<file path="src/sv/hpes_pkg.sv">
`default_nettype none
package hpes_pkg;

	localparam int DIV_W = 30;
	localparam int CNT_W = 5;
	localparam int PC_W  = 5;

	typedef logic [PC_W-1:0] upc_t;

	localparam logic [7:0] GAIN_P_RST  = 8'd40;
	localparam logic [7:0] GAIN_I_RST  = 8'd9;
	localparam logic [7:0] GAIN_D_RST  = 8'd1;
	localparam logic [7:0] SP_STEP_RST = 8'd10;
	localparam logic [9:0] SP_MIN_RST  = 10'd0;
	localparam logic [9:0] SP_MAX_RST  = 10'd250;

	typedef enum logic [2:0] {
		REG_GAIN_P  = 3'd0,
		REG_GAIN_I  = 3'd1,
		REG_GAIN_D  = 3'd2,
		REG_SP_STEP = 3'd3,
		REG_SP_MIN  = 3'd4,
		REG_SP_MAX  = 3'd5
	} cfg_idx_t;

	typedef enum logic [4:0] {
		U_NOP    = 5'd0,
		U_LOAD   = 5'd1,
		U_E4     = 5'd2,
		U_MULP   = 5'd3,
		U_PSCALE = 5'd4,
		U_MULI   = 5'd5,
		U_INTEG  = 5'd6,
		U_ADDI   = 5'd7,
		U_MULD   = 5'd8,
		U_M250   = 5'd9,
		U_DINIT  = 5'd10,
		U_DSTEP  = 5'd11,
		U_DADD   = 5'd12,
		U_FIN    = 5'd13,
		U_OFF    = 5'd14,
		U_DET    = 5'd15,
		U_DETOUT = 5'd16
	} uop_t;

	typedef enum logic [2:0] {
		C_NONE   = 3'd0,
		C_NOACC  = 3'd1,
		C_DETENT = 3'd2,
		C_TZERO  = 3'd3,
		C_EBIG   = 3'd4,
		C_MSZERO = 3'd5,
		C_DMORE  = 3'd6,
		C_OBUSY  = 3'd7
	} cond_t;

	typedef struct packed {
		uop_t  uop;
		cond_t cond;
		logic  last;
		upc_t  addr;
	} uword_t;

	typedef struct packed {
		logic detent;
		logic tzero;
		logic ebig;
		logic mszero;
		logic dmore;
		logic obusy;
	} dp_stat_t;

	localparam upc_t A_IDLE     = 5'd0;
	localparam upc_t A_DISPATCH = 5'd1;
	localparam upc_t A_CHKZERO  = 5'd2;
	localparam upc_t A_E4       = 5'd3;
	localparam upc_t A_MULP     = 5'd4;
	localparam upc_t A_PSCALE   = 5'd5;
	localparam upc_t A_MULI     = 5'd6;
	localparam upc_t A_INTEG    = 5'd7;
	localparam upc_t A_ADDI     = 5'd8;
	localparam upc_t A_MULD     = 5'd9;
	localparam upc_t A_M250     = 5'd10;
	localparam upc_t A_DINIT    = 5'd11;
	localparam upc_t A_DSTEP    = 5'd12;
	localparam upc_t A_DADD     = 5'd13;
	localparam upc_t A_FIN      = 5'd14;
	localparam upc_t A_OFF      = 5'd15;
	localparam upc_t A_DET      = 5'd16;
	localparam upc_t A_DETOUT   = 5'd17;
	localparam upc_t A_LAST     = 5'd17;

	function automatic uword_t urom(input upc_t a);
		uword_t w;
		case (a)
			A_IDLE:     w = '{U_LOAD,   C_NOACC,  1'b0, A_IDLE};
			A_DISPATCH: w = '{U_NOP,    C_DETENT, 1'b0, A_DET};
			A_CHKZERO:  w = '{U_NOP,    C_TZERO,  1'b0, A_OFF};
			A_E4:       w = '{U_E4,     C_NONE,   1'b0, A_IDLE};
			A_MULP:     w = '{U_MULP,   C_NONE,   1'b0, A_IDLE};
			A_PSCALE:   w = '{U_PSCALE, C_EBIG,   1'b0, A_ADDI};
			A_MULI:     w = '{U_MULI,   C_NONE,   1'b0, A_IDLE};
			A_INTEG:    w = '{U_INTEG,  C_NONE,   1'b0, A_IDLE};
			A_ADDI:     w = '{U_ADDI,   C_NONE,   1'b0, A_IDLE};
			A_MULD:     w = '{U_MULD,   C_NONE,   1'b0, A_IDLE};
			A_M250:     w = '{U_M250,   C_MSZERO, 1'b0, A_FIN};
			A_DINIT:    w = '{U_DINIT,  C_NONE,   1'b0, A_IDLE};
			A_DSTEP:    w = '{U_DSTEP,  C_DMORE,  1'b0, A_DSTEP};
			A_DADD:     w = '{U_DADD,   C_NONE,   1'b0, A_IDLE};
			A_FIN:      w = '{U_FIN,    C_OBUSY,  1'b1, A_FIN};
			A_OFF:      w = '{U_OFF,    C_OBUSY,  1'b1, A_OFF};
			A_DET:      w = '{U_DET,    C_NONE,   1'b0, A_IDLE};
			A_DETOUT:   w = '{U_DETOUT, C_OBUSY,  1'b1, A_DETOUT};
			default:    w = '{U_NOP,    C_NONE,   1'b1, A_IDLE};
		endcase
		return w;
	endfunction

endpackage
`default_nettype wire

</file>
<file path="src/sv/hpes_useq.sv">
`default_nettype none
module hpes_useq (
	input  wire                     clk,
	input  wire                     arst_n,
	input  wire                     in_valid,
	input  hpes_pkg::dp_stat_t      stat,
	output hpes_pkg::uop_t          uop,
	output logic                    idle
);

	hpes_pkg::upc_t   pc_q;
	hpes_pkg::uword_t w;
	logic             taken;

	assign w    = hpes_pkg::urom(pc_q);
	assign uop  = w.uop;
	assign idle = (pc_q == hpes_pkg::A_IDLE);

	always_comb begin
		case (w.cond)
			hpes_pkg::C_NONE:   taken = 1'b0;
			hpes_pkg::C_NOACC:  taken = !in_valid;
			hpes_pkg::C_DETENT: taken = stat.detent;
			hpes_pkg::C_TZERO:  taken = stat.tzero;
			hpes_pkg::C_EBIG:   taken = stat.ebig;
			hpes_pkg::C_MSZERO: taken = stat.mszero;
			hpes_pkg::C_DMORE:  taken = stat.dmore;
			hpes_pkg::C_OBUSY:  taken = stat.obusy;
			default:            taken = 1'b0;
		endcase
	end

	always_ff @(posedge clk or negedge arst_n) begin
		if (!arst_n) begin
			pc_q <= hpes_pkg::A_IDLE;
		end else if (taken) begin
			pc_q <= w.addr;
		end else if (w.last) begin
			pc_q <= hpes_pkg::A_IDLE;
		end else begin
			pc_q <= pc_q + 1'b1;
		end
	end

	a_pc_range: assert property (@(posedge clk) disable iff (!arst_n)
		pc_q <= hpes_pkg::A_LAST)
		else $error("step counter out of program");

	a_accept_dispatch: assert property (@(posedge clk) disable iff (!arst_n)
		(pc_q == hpes_pkg::A_IDLE && in_valid) |=> pc_q == hpes_pkg::A_DISPATCH)
		else $error("accepted word not dispatched");

	a_div_loop: assert property (@(posedge clk) disable iff (!arst_n)
		(pc_q == hpes_pkg::A_DSTEP && stat.dmore) |=> pc_q == hpes_pkg::A_DSTEP)
		else $error("divider loop left early");

endmodule
`default_nettype wire

</file>
<file path="src/sv/hpes_dp.sv">
`default_nettype none
module hpes_dp (
	input  wire                  clk,
	input  wire                  arst_n,
	input  hpes_pkg::uop_t       uop,
	input  wire                  cfg_we,
	input  wire  [2:0]           cfg_index,
	input  wire  [9:0]           cfg_data,
	input  wire                  op,
	input  wire                  direction,
	input  wire  [11:0]          temp_quarter,
	input  wire  [15:0]          elapsed_ms,
	input  wire                  out_stall,
	output logic                 out_valid,
	output logic [7:0]           drive_level,
	output logic [7:0]           drive_value,
	output logic                 heater_enabled,
	output logic [9:0]           target_degrees,
	output hpes_pkg::dp_stat_t   stat
);

	logic [7:0] gain_p_q, gain_i_q, gain_d_q, sp_step_q;
	logic [9:0] sp_min_q, sp_max_q;

	logic [9:0]         target_q;
	logic signed [15:0] integ_q;
	logic signed [13:0] prior_q;
	logic [7:0]         last_q;

	logic               op_q, dir_q;
	logic [11:0]        temp_q;
	logic [15:0]        ms_q;
	logic signed [13:0] e4_q;
	logic signed [14:0] de_q;
	logic signed [31:0] prod_q, acc_q;
	logic [15:0]        rem_q;
	logic [hpes_pkg::DIV_W-1:0] quo_q;
	logic               neg_q;
	logic [hpes_pkg::CNT_W-1:0] cnt_q;

	logic               out_valid_q, heater_enabled_q;
	logic [7:0]         drive_level_q, drive_value_q;
	logic [9:0]         target_degrees_q;

	logic signed [13:0] e4_c;
	logic signed [14:0] de_c;
	logic signed [8:0]  ma;
	logic signed [14:0] mb;
	logic signed [23:0] mprod;
	logic signed [32:0] m250;
	logic signed [31:0] isum, iq, mag, dq;
	logic signed [15:0] isat;
	logic [16:0]        sh, diff;
	logic               ge;
	logic [7:0]         clampv;
	logic [10:0]        up, lo;
	logic               out_free, emit;

	function automatic logic signed [31:0] q4(input logic signed [31:0] x);
		logic signed [31:0] b;
		b = x[31] ? 32'sd3 : 32'sd0;
		return (x + b) >>> 2;
	endfunction

	assign e4_c = $signed({2'b00, target_q, 2'b00}) - $signed({2'b00, temp_q});
	assign de_c = $signed({e4_c[13], e4_c}) - $signed({prior_q[13], prior_q});

	always_comb begin
		case (uop)
			hpes_pkg::U_MULP: begin
				ma = $signed({1'b0, gain_p_q});
				mb = $signed({e4_q[13], e4_q});
			end
			hpes_pkg::U_MULI: begin
				ma = $signed({1'b0, gain_i_q});
				mb = $signed({e4_q[13], e4_q});
			end
			hpes_pkg::U_MULD: begin
				ma = $signed({1'b0, gain_d_q});
				mb = de_q;
			end
			default: begin
				ma = '0;
				mb = '0;
			end
		endcase
	end

	assign mprod = ma * mb;
	assign m250  = $signed(prod_q[23:0]) * $signed(9'sd250);

	assign isum = $signed({{14{integ_q[15]}}, integ_q, 2'b00}) + prod_q;
	assign iq   = q4(isum);
	always_comb begin
		if (iq > 32'sd32767) begin
			isat = 16'sh7FFF;
		end else if (iq < -32'sd32768) begin
			isat = 16'sh8000;
		end else begin
			isat = iq[15:0];
		end
	end

	assign mag  = prod_q[31] ? -prod_q : prod_q;
	assign sh   = {rem_q, quo_q[hpes_pkg::DIV_W-1]};
	assign diff = sh - {1'b0, ms_q};
	assign ge   = (sh >= {1'b0, ms_q});
	assign dq   = neg_q ? -$signed({{(32-hpes_pkg::DIV_W){1'b0}}, quo_q})
	                    : $signed({{(32-hpes_pkg::DIV_W){1'b0}}, quo_q});

	always_comb begin
		if (acc_q < 32'sd0) begin
			clampv = 8'd0;
		end else if (acc_q > 32'sd255) begin
			clampv = 8'd255;
		end else begin
			clampv = acc_q[7:0];
		end
	end

	assign up = {1'b0, target_q} + {3'b000, sp_step_q};
	assign lo = {1'b0, sp_min_q} + {3'b000, sp_step_q};

	assign out_free = !out_valid_q || !out_stall;
	assign emit = out_free && (uop == hpes_pkg::U_FIN || uop == hpes_pkg::U_OFF ||
		uop == hpes_pkg::U_DETOUT);

	// config and loop state
	always_ff @(posedge clk or negedge arst_n) begin
		if (!arst_n) begin
			gain_p_q    <= hpes_pkg::GAIN_P_RST;
			gain_i_q    <= hpes_pkg::GAIN_I_RST;
			gain_d_q    <= hpes_pkg::GAIN_D_RST;
			sp_step_q   <= hpes_pkg::SP_STEP_RST;
			sp_min_q    <= hpes_pkg::SP_MIN_RST;
			sp_max_q    <= hpes_pkg::SP_MAX_RST;
			target_q    <= '0;
			integ_q     <= '0;
			prior_q     <= '0;
			last_q      <= '0;
			out_valid_q <= 1'b0;
		end else begin
			if (cfg_we) begin
				case (cfg_index)
					hpes_pkg::REG_GAIN_P:  gain_p_q  <= cfg_data[7:0];
					hpes_pkg::REG_GAIN_I:  gain_i_q  <= cfg_data[7:0];
					hpes_pkg::REG_GAIN_D:  gain_d_q  <= cfg_data[7:0];
					hpes_pkg::REG_SP_STEP: sp_step_q <= cfg_data[7:0];
					hpes_pkg::REG_SP_MIN:  sp_min_q  <= cfg_data;
					hpes_pkg::REG_SP_MAX:  sp_max_q  <= cfg_data;
					default: ;
				endcase
			end
			case (uop)
				hpes_pkg::U_INTEG: integ_q <= isat;
				hpes_pkg::U_DET: begin
					if (dir_q) begin
						if (up <= {1'b0, sp_max_q}) target_q <= up[9:0];
					end else begin
						if ({1'b0, target_q} >= lo) target_q <= target_q - {2'b00, sp_step_q};
					end
				end
				hpes_pkg::U_FIN: begin
					if (out_free) begin
						last_q  <= clampv;
						prior_q <= e4_q;
					end
				end
				hpes_pkg::U_OFF: begin
					if (out_free) last_q <= '0;
				end
				hpes_pkg::U_DETOUT: begin
					if (out_free && target_q == '0) last_q <= '0;
				end
				default: ;
			endcase
			if (emit) begin
				out_valid_q <= 1'b1;
			end else if (!out_stall) begin
				out_valid_q <= 1'b0;
			end
		end
	end

	// working registers and result word
	always_ff @(posedge clk) begin
		case (uop)
			hpes_pkg::U_LOAD: begin
				op_q   <= op;
				dir_q  <= direction;
				temp_q <= temp_quarter;
				ms_q   <= elapsed_ms;
			end
			hpes_pkg::U_E4: begin
				e4_q <= e4_c;
				de_q <= de_c;
			end
			hpes_pkg::U_MULP, hpes_pkg::U_MULI, hpes_pkg::U_MULD: begin
				prod_q <= {{8{mprod[23]}}, mprod};
			end
			hpes_pkg::U_PSCALE: acc_q <= q4(prod_q);
			hpes_pkg::U_ADDI:   acc_q <= acc_q + {{16{integ_q[15]}}, integ_q};
			hpes_pkg::U_M250:   prod_q <= m250[31:0];
			hpes_pkg::U_DINIT: begin
				neg_q <= prod_q[31];
				quo_q <= mag[hpes_pkg::DIV_W-1:0];
				rem_q <= '0;
				cnt_q <= hpes_pkg::CNT_W'(hpes_pkg::DIV_W - 1);
			end
			hpes_pkg::U_DSTEP: begin
				rem_q <= ge ? diff[15:0] : sh[15:0];
				quo_q <= {quo_q[hpes_pkg::DIV_W-2:0], ge};
				if (cnt_q != '0) cnt_q <= cnt_q - 1'b1;
			end
			hpes_pkg::U_DADD: acc_q <= acc_q + dq;
			default: ;
		endcase
		if (emit) begin
			target_degrees_q <= target_q;
			case (uop)
				hpes_pkg::U_FIN: begin
					drive_value_q    <= clampv;
					drive_level_q    <= ~clampv;
					heater_enabled_q <= 1'b1;
				end
				hpes_pkg::U_DETOUT: begin
					drive_value_q    <= (target_q == '0) ? 8'd0 : last_q;
					drive_level_q    <= (target_q == '0) ? 8'hFF : ~last_q;
					heater_enabled_q <= (target_q != '0);
				end
				default: begin
					drive_value_q    <= 8'd0;
					drive_level_q    <= 8'hFF;
					heater_enabled_q <= 1'b0;
				end
			endcase
		end
	end

	assign out_valid      = out_valid_q;
	assign drive_level    = drive_level_q;
	assign drive_value    = drive_value_q;
	assign heater_enabled = heater_enabled_q;
	assign target_degrees = target_degrees_q;

	assign stat.detent = !op_q;
	assign stat.tzero  = (target_q == '0);
	assign stat.ebig   = !(e4_q > -14'sd12 && e4_q < 14'sd12);
	assign stat.mszero = (ms_q == '0);
	assign stat.dmore  = (cnt_q != '0);
	assign stat.obusy  = !out_free;

	a_enabled_target: assert property (@(posedge clk) disable iff (!arst_n)
		(out_valid_q && heater_enabled_q) |-> target_degrees_q != '0)
		else $error("heater enabled with zero target");

	a_off_zero: assert property (@(posedge clk) disable iff (!arst_n)
		(out_valid_q && !heater_enabled_q) |-> drive_value_q == '0)
		else $error("drive nonzero while heater off");

	a_level_inv: assert property (@(posedge clk) disable iff (!arst_n)
		out_valid_q |-> drive_level_q == ~drive_value_q)
		else $error("level is not inverted drive");

endmodule
`default_nettype wire

</file>
<file path="src/sv/heater_pid_with_encoder_setpoint.sv">
// Heater PID controller with encoder-set target temperature.
// Input channel (in_valid/in_stall): op 0 is an encoder detent that moves
// the setpoint by setpoint_step within setpoint_min..setpoint_max; op 1 is a
// control update with a quarter-degree temperature and elapsed milliseconds.
// Every input word gives exactly one output word (out_valid/out_stall):
// drive level (255 = off), clamped drive, enable flag and current setpoint.
// Config channel (cfg_valid/cfg_ready, always ready): cfg_index 0..5 picks
// gain_p, gain_i, gain_d, setpoint_step, setpoint_min, setpoint_max; others
// are dropped. Write config only while idle.
// One word at a time, run by a microcode sequencer. A control update runs
// the sequencer steps and a 30-bit bit-serial divider for the derivative
// term; it skips the integrator update when the error is outside the
// integrator window, goes straight to an off output with zero setpoint, and
// skips the divider with zero elapsed time. The next word is taken once the
// result is loaded and the sequencer is back at idle; in_stall stays high until then.
// A stalled receiver holds the output word; the sequencer waits at its last
// step until the output register frees up.
// Reset: setpoint, integrator, prior error and held drive clear to zero,
// gains and limits load their defaults, output goes invalid.
`default_nettype none
module heater_pid_with_encoder_setpoint (
	input  wire         clk,
	input  wire         arst_n,
	input  wire         in_valid,
	output logic        in_stall,
	input  wire         op,
	input  wire         direction,
	input  wire  [11:0] temp_quarter,
	input  wire  [15:0] elapsed_ms,
	output logic        out_valid,
	input  wire         out_stall,
	output logic [7:0]  drive_level,
	output logic [7:0]  drive_value,
	output logic        heater_enabled,
	output logic [9:0]  target_degrees,
	input  wire         cfg_valid,
	output logic        cfg_ready,
	input  wire  [2:0]  cfg_index,
	input  wire  [9:0]  cfg_data
);

	hpes_pkg::uop_t     uop;
	hpes_pkg::dp_stat_t stat;
	logic               idle;

	assign in_stall  = !idle;
	assign cfg_ready = 1'b1;

	hpes_useq u_useq (
		.clk      (clk),
		.arst_n   (arst_n),
		.in_valid (in_valid),
		.stat     (stat),
		.uop      (uop),
		.idle     (idle)
	);

	hpes_dp u_dp (
		.clk            (clk),
		.arst_n         (arst_n),
		.uop            (uop),
		.cfg_we         (cfg_valid),
		.cfg_index      (cfg_index),
		.cfg_data       (cfg_data),
		.op             (op),
		.direction      (direction),
		.temp_quarter   (temp_quarter),
		.elapsed_ms     (elapsed_ms),
		.out_stall      (out_stall),
		.out_valid      (out_valid),
		.drive_level    (drive_level),
		.drive_value    (drive_value),
		.heater_enabled (heater_enabled),
		.target_degrees (target_degrees),
		.stat           (stat)
	);

endmodule
`default_nettype wire
</file>
<file path="config.mk">
export PLATFORM = sky130hd
export DESIGN_NAME = heater_pid_with_encoder_setpoint
export DESIGN_NICKNAME = d
export VERILOG_FILES = /design/src/sv/hpes_pkg.sv /design/src/sv/hpes_useq.sv /design/src/sv/hpes_dp.sv /design/src/sv/heater_pid_with_encoder_setpoint.sv
export SDC_FILE = /design/constraint.sdc
export NUM_CORES = 2
export LEC_CHECK = 0
export ABC_AREA = 1
export BUFFER_PORTS_ARGS = -buffer_cell sky130_fd_sc_hd__buf_2
export CORE_UTILIZATION = 35
export CTS_CLUSTER_DIAMETER = 60
export CTS_CLUSTER_SIZE = 25
export DETAILED_ROUTE_END_ITERATION = 10
export PLACE_DENSITY = 0.51
export SYNTH_ARGS = -nofsm -noshare
export SYNTH_HDL_FRONTEND = slang
export SYNTH_SLANG_ARGS = --single-unit
</file>
<file path="constraint.sdc">
create_clock -name clk -period 10.3 [get_ports clk]
set_clock_uncertainty 0.05 [all_clocks]
set_input_delay 2.06 -clock clk [delete_from_list [all_inputs] [get_ports clk]]
set_output_delay 2.06 -clock clk [all_outputs]
set_load 0.02 [all_outputs]
</file>
Word-level counts from Yosys, hierarchy flattened
Memory sizes are Yosys's and may differ from the RTL's.
Cells that the tools add are included.

storage, ports and cells
  register bits after elaboration = 306
  memories = 1
  output and inout port bits = 30
  ROM bits = 448

memories
  name              words  width  read ports  clocked after Yosys merged registers in  write ports  line            text
  (name not given)  32     14     1           0                                        0            hpes_pkg.sv:95  case (a)

operators by class
  $add $sub $neg = 15
  $lt $le $gt $ge = 9
  mux-type cells = 34
  bitwise operators = 2
  multipliers = 2
  reductions and logical operators = 37
  eq/ne operators = 34

operator list
  cell                                                                               count
  32-bit one-hot mux with 3 select lines                                             1
  32-bit by 3-bit adder with 32-bit output                                           2
  32-bit adder                                                                       2
  32-bit one-hot mux with 2 select lines                                             1
  30-bit one-hot mux with 2 select lines                                             1
  8-bit two-way mux                                                                  7
  16-bit two-way mux                                                                 3
  8-bit one-hot mux with 3 select lines                                              2
  5-bit by 4-bit == test with 1-bit output, second input constant                    8
  18-bit by 32-bit adder with 32-bit output                                          1
  32-bit by 9-bit greater-than comparator with 1-bit output, second input constant   1
  32-bit by 1-bit < comparator with 1-bit output, second input constant              1
  32-bit two-way mux                                                                 1
  30-bit negator with 32-bit output                                                  1
  16-bit one-hot mux with 2 select lines                                             1
  8-bit one-hot mux with 2 select lines                                              2
  24-bit by 8-bit multiplier with 31-bit output, second input constant               1
  30-bit by 16-bit greater-than comparator with 1-bit output, second input constant  1
  30-bit by 16-bit < comparator with 1-bit output, second input constant             1
  10-bit two-way mux                                                                 3
  30-bit two-way mux                                                                 1
  30-bit negator                                                                     1
  15-bit one-hot mux with 2 select lines                                             1
  9-bit by 15-bit multiplier with 24-bit output                                      1
  other kinds (44)                                                                   88

Logic depth before layout (Yosys ltp)
  word-level depth = 6
  depth in mapped cells = 40
  depth with buffers taken out = 38

By module
Synthesis repeated with hierarchy kept, for this count alone.

unflattened totals
  cell total of the unflattened synthesis = 4252
  area total of the unflattened synthesis = 32418.6 sq um

by module, submodules not included
  module                            seq. area each (sq um)  cells each  instances  area each (sq um)
  hpes_dp                           8524.4                  4128        1          31650.4
  hpes_useq                         125.1                   121         1          753.2
  heater_pid_with_encoder_setpoint  0.0                     3           1          15.0

Worst setup path before layout
Ideal clock, no wire load.

  kind = register -> register
  start = register u_useq.pc_q[2]
  end = register u_dp.prod_q[23], data pin
  path buffers = 3
  path slack = 3140 ps
  arrival time = 6839 ps
  library setup time = 271 ps
  period minus slack after synthesis = 7160 ps
  stages on the path, launching flop included = 38
  cell sequence = dfrtp_1 -> clkbuf_1 -> inv_1 -> ha_1 -> nand3_1 -> inv_1 -> nor2_1 -> inv_1 -> nor2_1 -> inv_1 -> nor2_1 -> clkbuf_1 -> a22oi_1 -> nand2_1 -> clkbuf_1 -> nand2_1 -> fa_1 -> inv_1 -> (+2 left out) -> fa_1 -> fa_1 -> inv_1 -> ha_1 -> nand2_1 -> inv_1 -> a21oi_1 -> o21ai_1 -> a21oi_1 -> o21ai_1 -> a21boi_0 -> o21ai_1 -> nand2_1 -> nand2_1 -> a21oi_1 -> or2_2 -> nand3_1 -> o21ai_0

between the ends
  longest elaborated chain between the ends = 6

RTL lines
  what                                                                                                         line                           text
  from (decl)                                                                                                  hpes_useq.sv:11                hpes_pkg::upc_t pc_q;
  from (signal assigned)                                                                                       hpes_useq.sv:35                pc_q <= hpes_pkg::A_IDLE;
  from (signal assigned)                                                                                       hpes_useq.sv:37                pc_q <= w.addr;
  from (signal assigned)                                                                                       hpes_useq.sv:39                pc_q <= hpes_pkg::A_IDLE;
  memory 32 x 14 bit *                                                                                         n/a
  5-bit by 2-bit == test with 1-bit output / 5-bit by 3-bit == test with 1-bit output (equally long branches)  hpes_dp.sv:69, hpes_dp.sv:187
  2-bit OR reduction (no source line)                                                                          n/a
  15-bit one-hot mux with 2 select lines                                                                       hpes_dp.sv:69                  case (uop)
  9-bit by 15-bit multiplier with 24-bit output                                                                hpes_dp.sv:89                  assign mprod = ma * mb;
  32-bit one-hot mux with 2 select lines *                                                                     hpes_dp.sv:187                 case (uop)
  to (signal assigned)                                                                                         hpes_dp.sv:199                 prod_q <= {{8{mprod[23]}}, mprod};
  to (signal assigned)                                                                                         hpes_dp.sv:203                 hpes_pkg::U_M250: prod_q <= m250[31:0];
  to (decl)                                                                                                    hpes_dp.sv:35                  logic signed [31:0] prod_q, acc_q;

Every way passes the cells marked *; elsewhere a longest branch is shown, timed or not.
A chain may end at the register's enable or synchronous reset.

Worst setup path in the final report
  start = register u_useq.pc_q[0]
  end = register u_dp.prod_q[28], data pin

The elaborated chain is that of the path after synthesis.

==> metrics.txt <==
CP max stage delay=0.78 ns; Synth Warn #=0; Achievable Freq=118 MHz; later-pin clock latency in the skew report=0.60 ns; antenna-violating nets left=0; Rows=111; Max Cap Viol=0; Synth Area per Inst=7.71 µm²; unrepaired setup endpoints after global routing=false; ys flop type=edfxtp_1; vias in the first global route=27331; Final period util=0.821; largest net degree at the start of global routing=77; Congestion Overflow GR=0; die height=307 µm; Yosys reg bits=305; initial antenna violation count=0; Synth area leader=edfxtp_1; DP HPWL=77.8 mm; first-pass GRT wire length=154 mm; port bufs=76; CP Launch Type=flop; CTS Root Cell=clkbuf_16; H-tree depth=2; critical path required time=10.56 ns; vias=27451; routed vias/inst=4.92; Final Max Tran Viols=0; Post-synth EDFFs=200; Final Hold Fails=0; CTS tree=done; Net Count, Synth=4801; Die W=307 µm; Core Util, Final=0.393; Synth-to-Final Area Change=10.8%; critical path arrival=8.71 ns; TritonCTS Buffers=44; gr usage total=0.206; Slew @ Worst Pin=1.11 ns; TritonRoute pass-1 iters=6; global placement routability congestion=0.917; CP max FO=15; post-synthesis sequential area ratio=0.266; min cycle time layout=8.46 ns; asr flop ratio synth=0.344; initial core utilization=0.354; Crit. End Element=flop; Clock Pin Slew Worst Setup and Hold Paths=0.08 ns; CP most frequent cell=inv_1; I/O Pins=78; worst hold path type=reg2reg; Final Worst Setup Slack=1.84 ns; Initial DRC Count=1656; R2R depth=37; Routed WL per cell=17.1 µm; Reg area=8650 µm²; setup TNS=0 ns; core area=91800 µm²; hold depth=2; critical path class=reg2reg; cell count after synthesis=4220; CTS resizes=0; Post-Syn Area=32500 µm²; Layout fillers=9599; CTS Buffer Depth=3; post-CTS setup repair buffer count=0; library cells used by synthesis=65; Die ar.=94200 µm²; hold_buf cts=0; DRC viols=0; Synth top area share=0.185; area of the multi-input gates=20900 µm²; diode count=0; CTS Sinks=305; final WL=95.2 mm; Synth area leaders=edfxtp_1 (18%), ha_1 (13%), fa_1 (12%); Final Setup Violations=0; Setup WS pre-CTS=1.83 ns; status=finished, final reports clean; Final nets=4882; layout cells sized above 1=0.0685; CP max-delay cell=nor2_1; Slew HR=0.259
==> final timing paths <==
path	from	endpoint	slack, ns
min in group asynchronous	arst_n	u_dp.gain_d_q[7]	1.34
hold reg to reg	u_dp.sp_max_q[5]	u_dp.sp_max_q[5]	0.44
hold / removal	u_dp.sp_max_q[5]	u_dp.sp_max_q[5]	0.44
setup reg to reg	u_useq.pc_q[0]	u_dp.prod_q[28]	1.84
max in group asynchronous	arst_n	u_useq.pc_q[3]	7.31
setup / recovery	u_useq.pc_q[0]	u_dp.prod_q[28]	1.84
==> critical path, delay by kind of cell (launching register included) <==
family | cells | cell delay, ns
buffers and inverters | 10 | 0.86
AND/OR/NAND/NOR | 10 | 1.90
AO/OA/AOI/OAI | 10 | 1.93
flip-flops | 1 | 0.43
adder cells (fa/ha/maj) | 7 | 2.95
==> Yosys cell counts, types with 59 or more instances <==
| library cell | number |
|---|---|
| a21oi_1 | 298 |
| clkbuf_1 | 59 |
| dfrtp_1 | 92 |
| edfxtp_1 | 200 |
| fa_1 | 190 |
| ha_1 | 343 |
| inv_1 | 710 |
| nand2_1 | 954 |
| nand3_1 | 171 |
| nor2_1 | 295 |
| o21ai_0 | 318 |
| xor2_1 | 119 |
==> per-stage QoR <==
stage | hold slack [ns] | cells | instance area, µm²
after floorplan | 0.376 | 4220 | 32500
after global placement | 0.420 | 5498 | 34400
after detailed placement | 0.423 | 5498 | 34400
after CTS | 0.442 | 5579 | 36000
after global routing | 0.463 | 5579 | 36000
final | 0.439 | 5579 | 36000
==> flip-flops by register name (all words and copies together), names as in the netlist, 12 cells and up <==
| signal | count |
|---|---|
| u_dp.integ_q | 16 |
| u_dp.ms_q | 16 |
| u_dp.rem_q | 16 |
| u_dp.quo_q | 30 |
| u_dp.acc_q | 32 |
| u_dp.prod_q | 32 |
| u_dp.temp_q | 12 |
| u_dp.e4_q | 13 |
| u_dp.de_q | 14 |
| u_dp.prior_q | 13 |
==> per-layer routing <==
metal	share of wire	global-route usage	vias up	routed length [µm]
met5	0	0	-	0
met4	0.023	0.0503	0	2240
met1	0.47	0.280	12841	44400
met3	0.030	0.0156	110	2840
li1	-	-	14039	-
met2	0.48	0.353	461	45700
==> placed cells by master, fill, tap and decap left out, types with 20 or more instances in the layout <==
master and instances:
a21oi_1 298, a31oi_1 26, buf_2 75, buf_4 26, clkbuf_16 44, dfrtp_1 92, edfxtp_1 200, fa_1 190
ha_1 343, inv_1 710, nand2_1 953, nand3_1 171, nand4_1 42, nor2_1 291, nor3_1 44, nor4_1 25
o21ai_0 317, o21ai_1 20, o21bai_1 26, or2_2 21, xnor2_1 49, xor2_1 119
==> kinds of logic after synthesis <==
group                      Yosys count  synth area share
muxes                                1          0.000308
adders and majority gates          533             0.249
and+or+nand+nor                   1620             0.210
other                                1          0.000115
xor gates and xnor gates           171            0.0467
DFF                                305             0.266
buffers and inverters              791            0.0920
AOI/OAI and AO/OA                  798             0.136
==> layout make-up <==
class,count,area share
inverters,725,0.0755
clock buffers,44,0.0306
flip-flops and latches,305,0.240
well taps,1243,0.0432
clock inverters,37,0.0143
multi-input cells,3124,0.581
repair buffers,101,0.0158
Power is not shown: default switching activity piles up to over one toggle a cycle in this logic, so the estimate is an artifact.
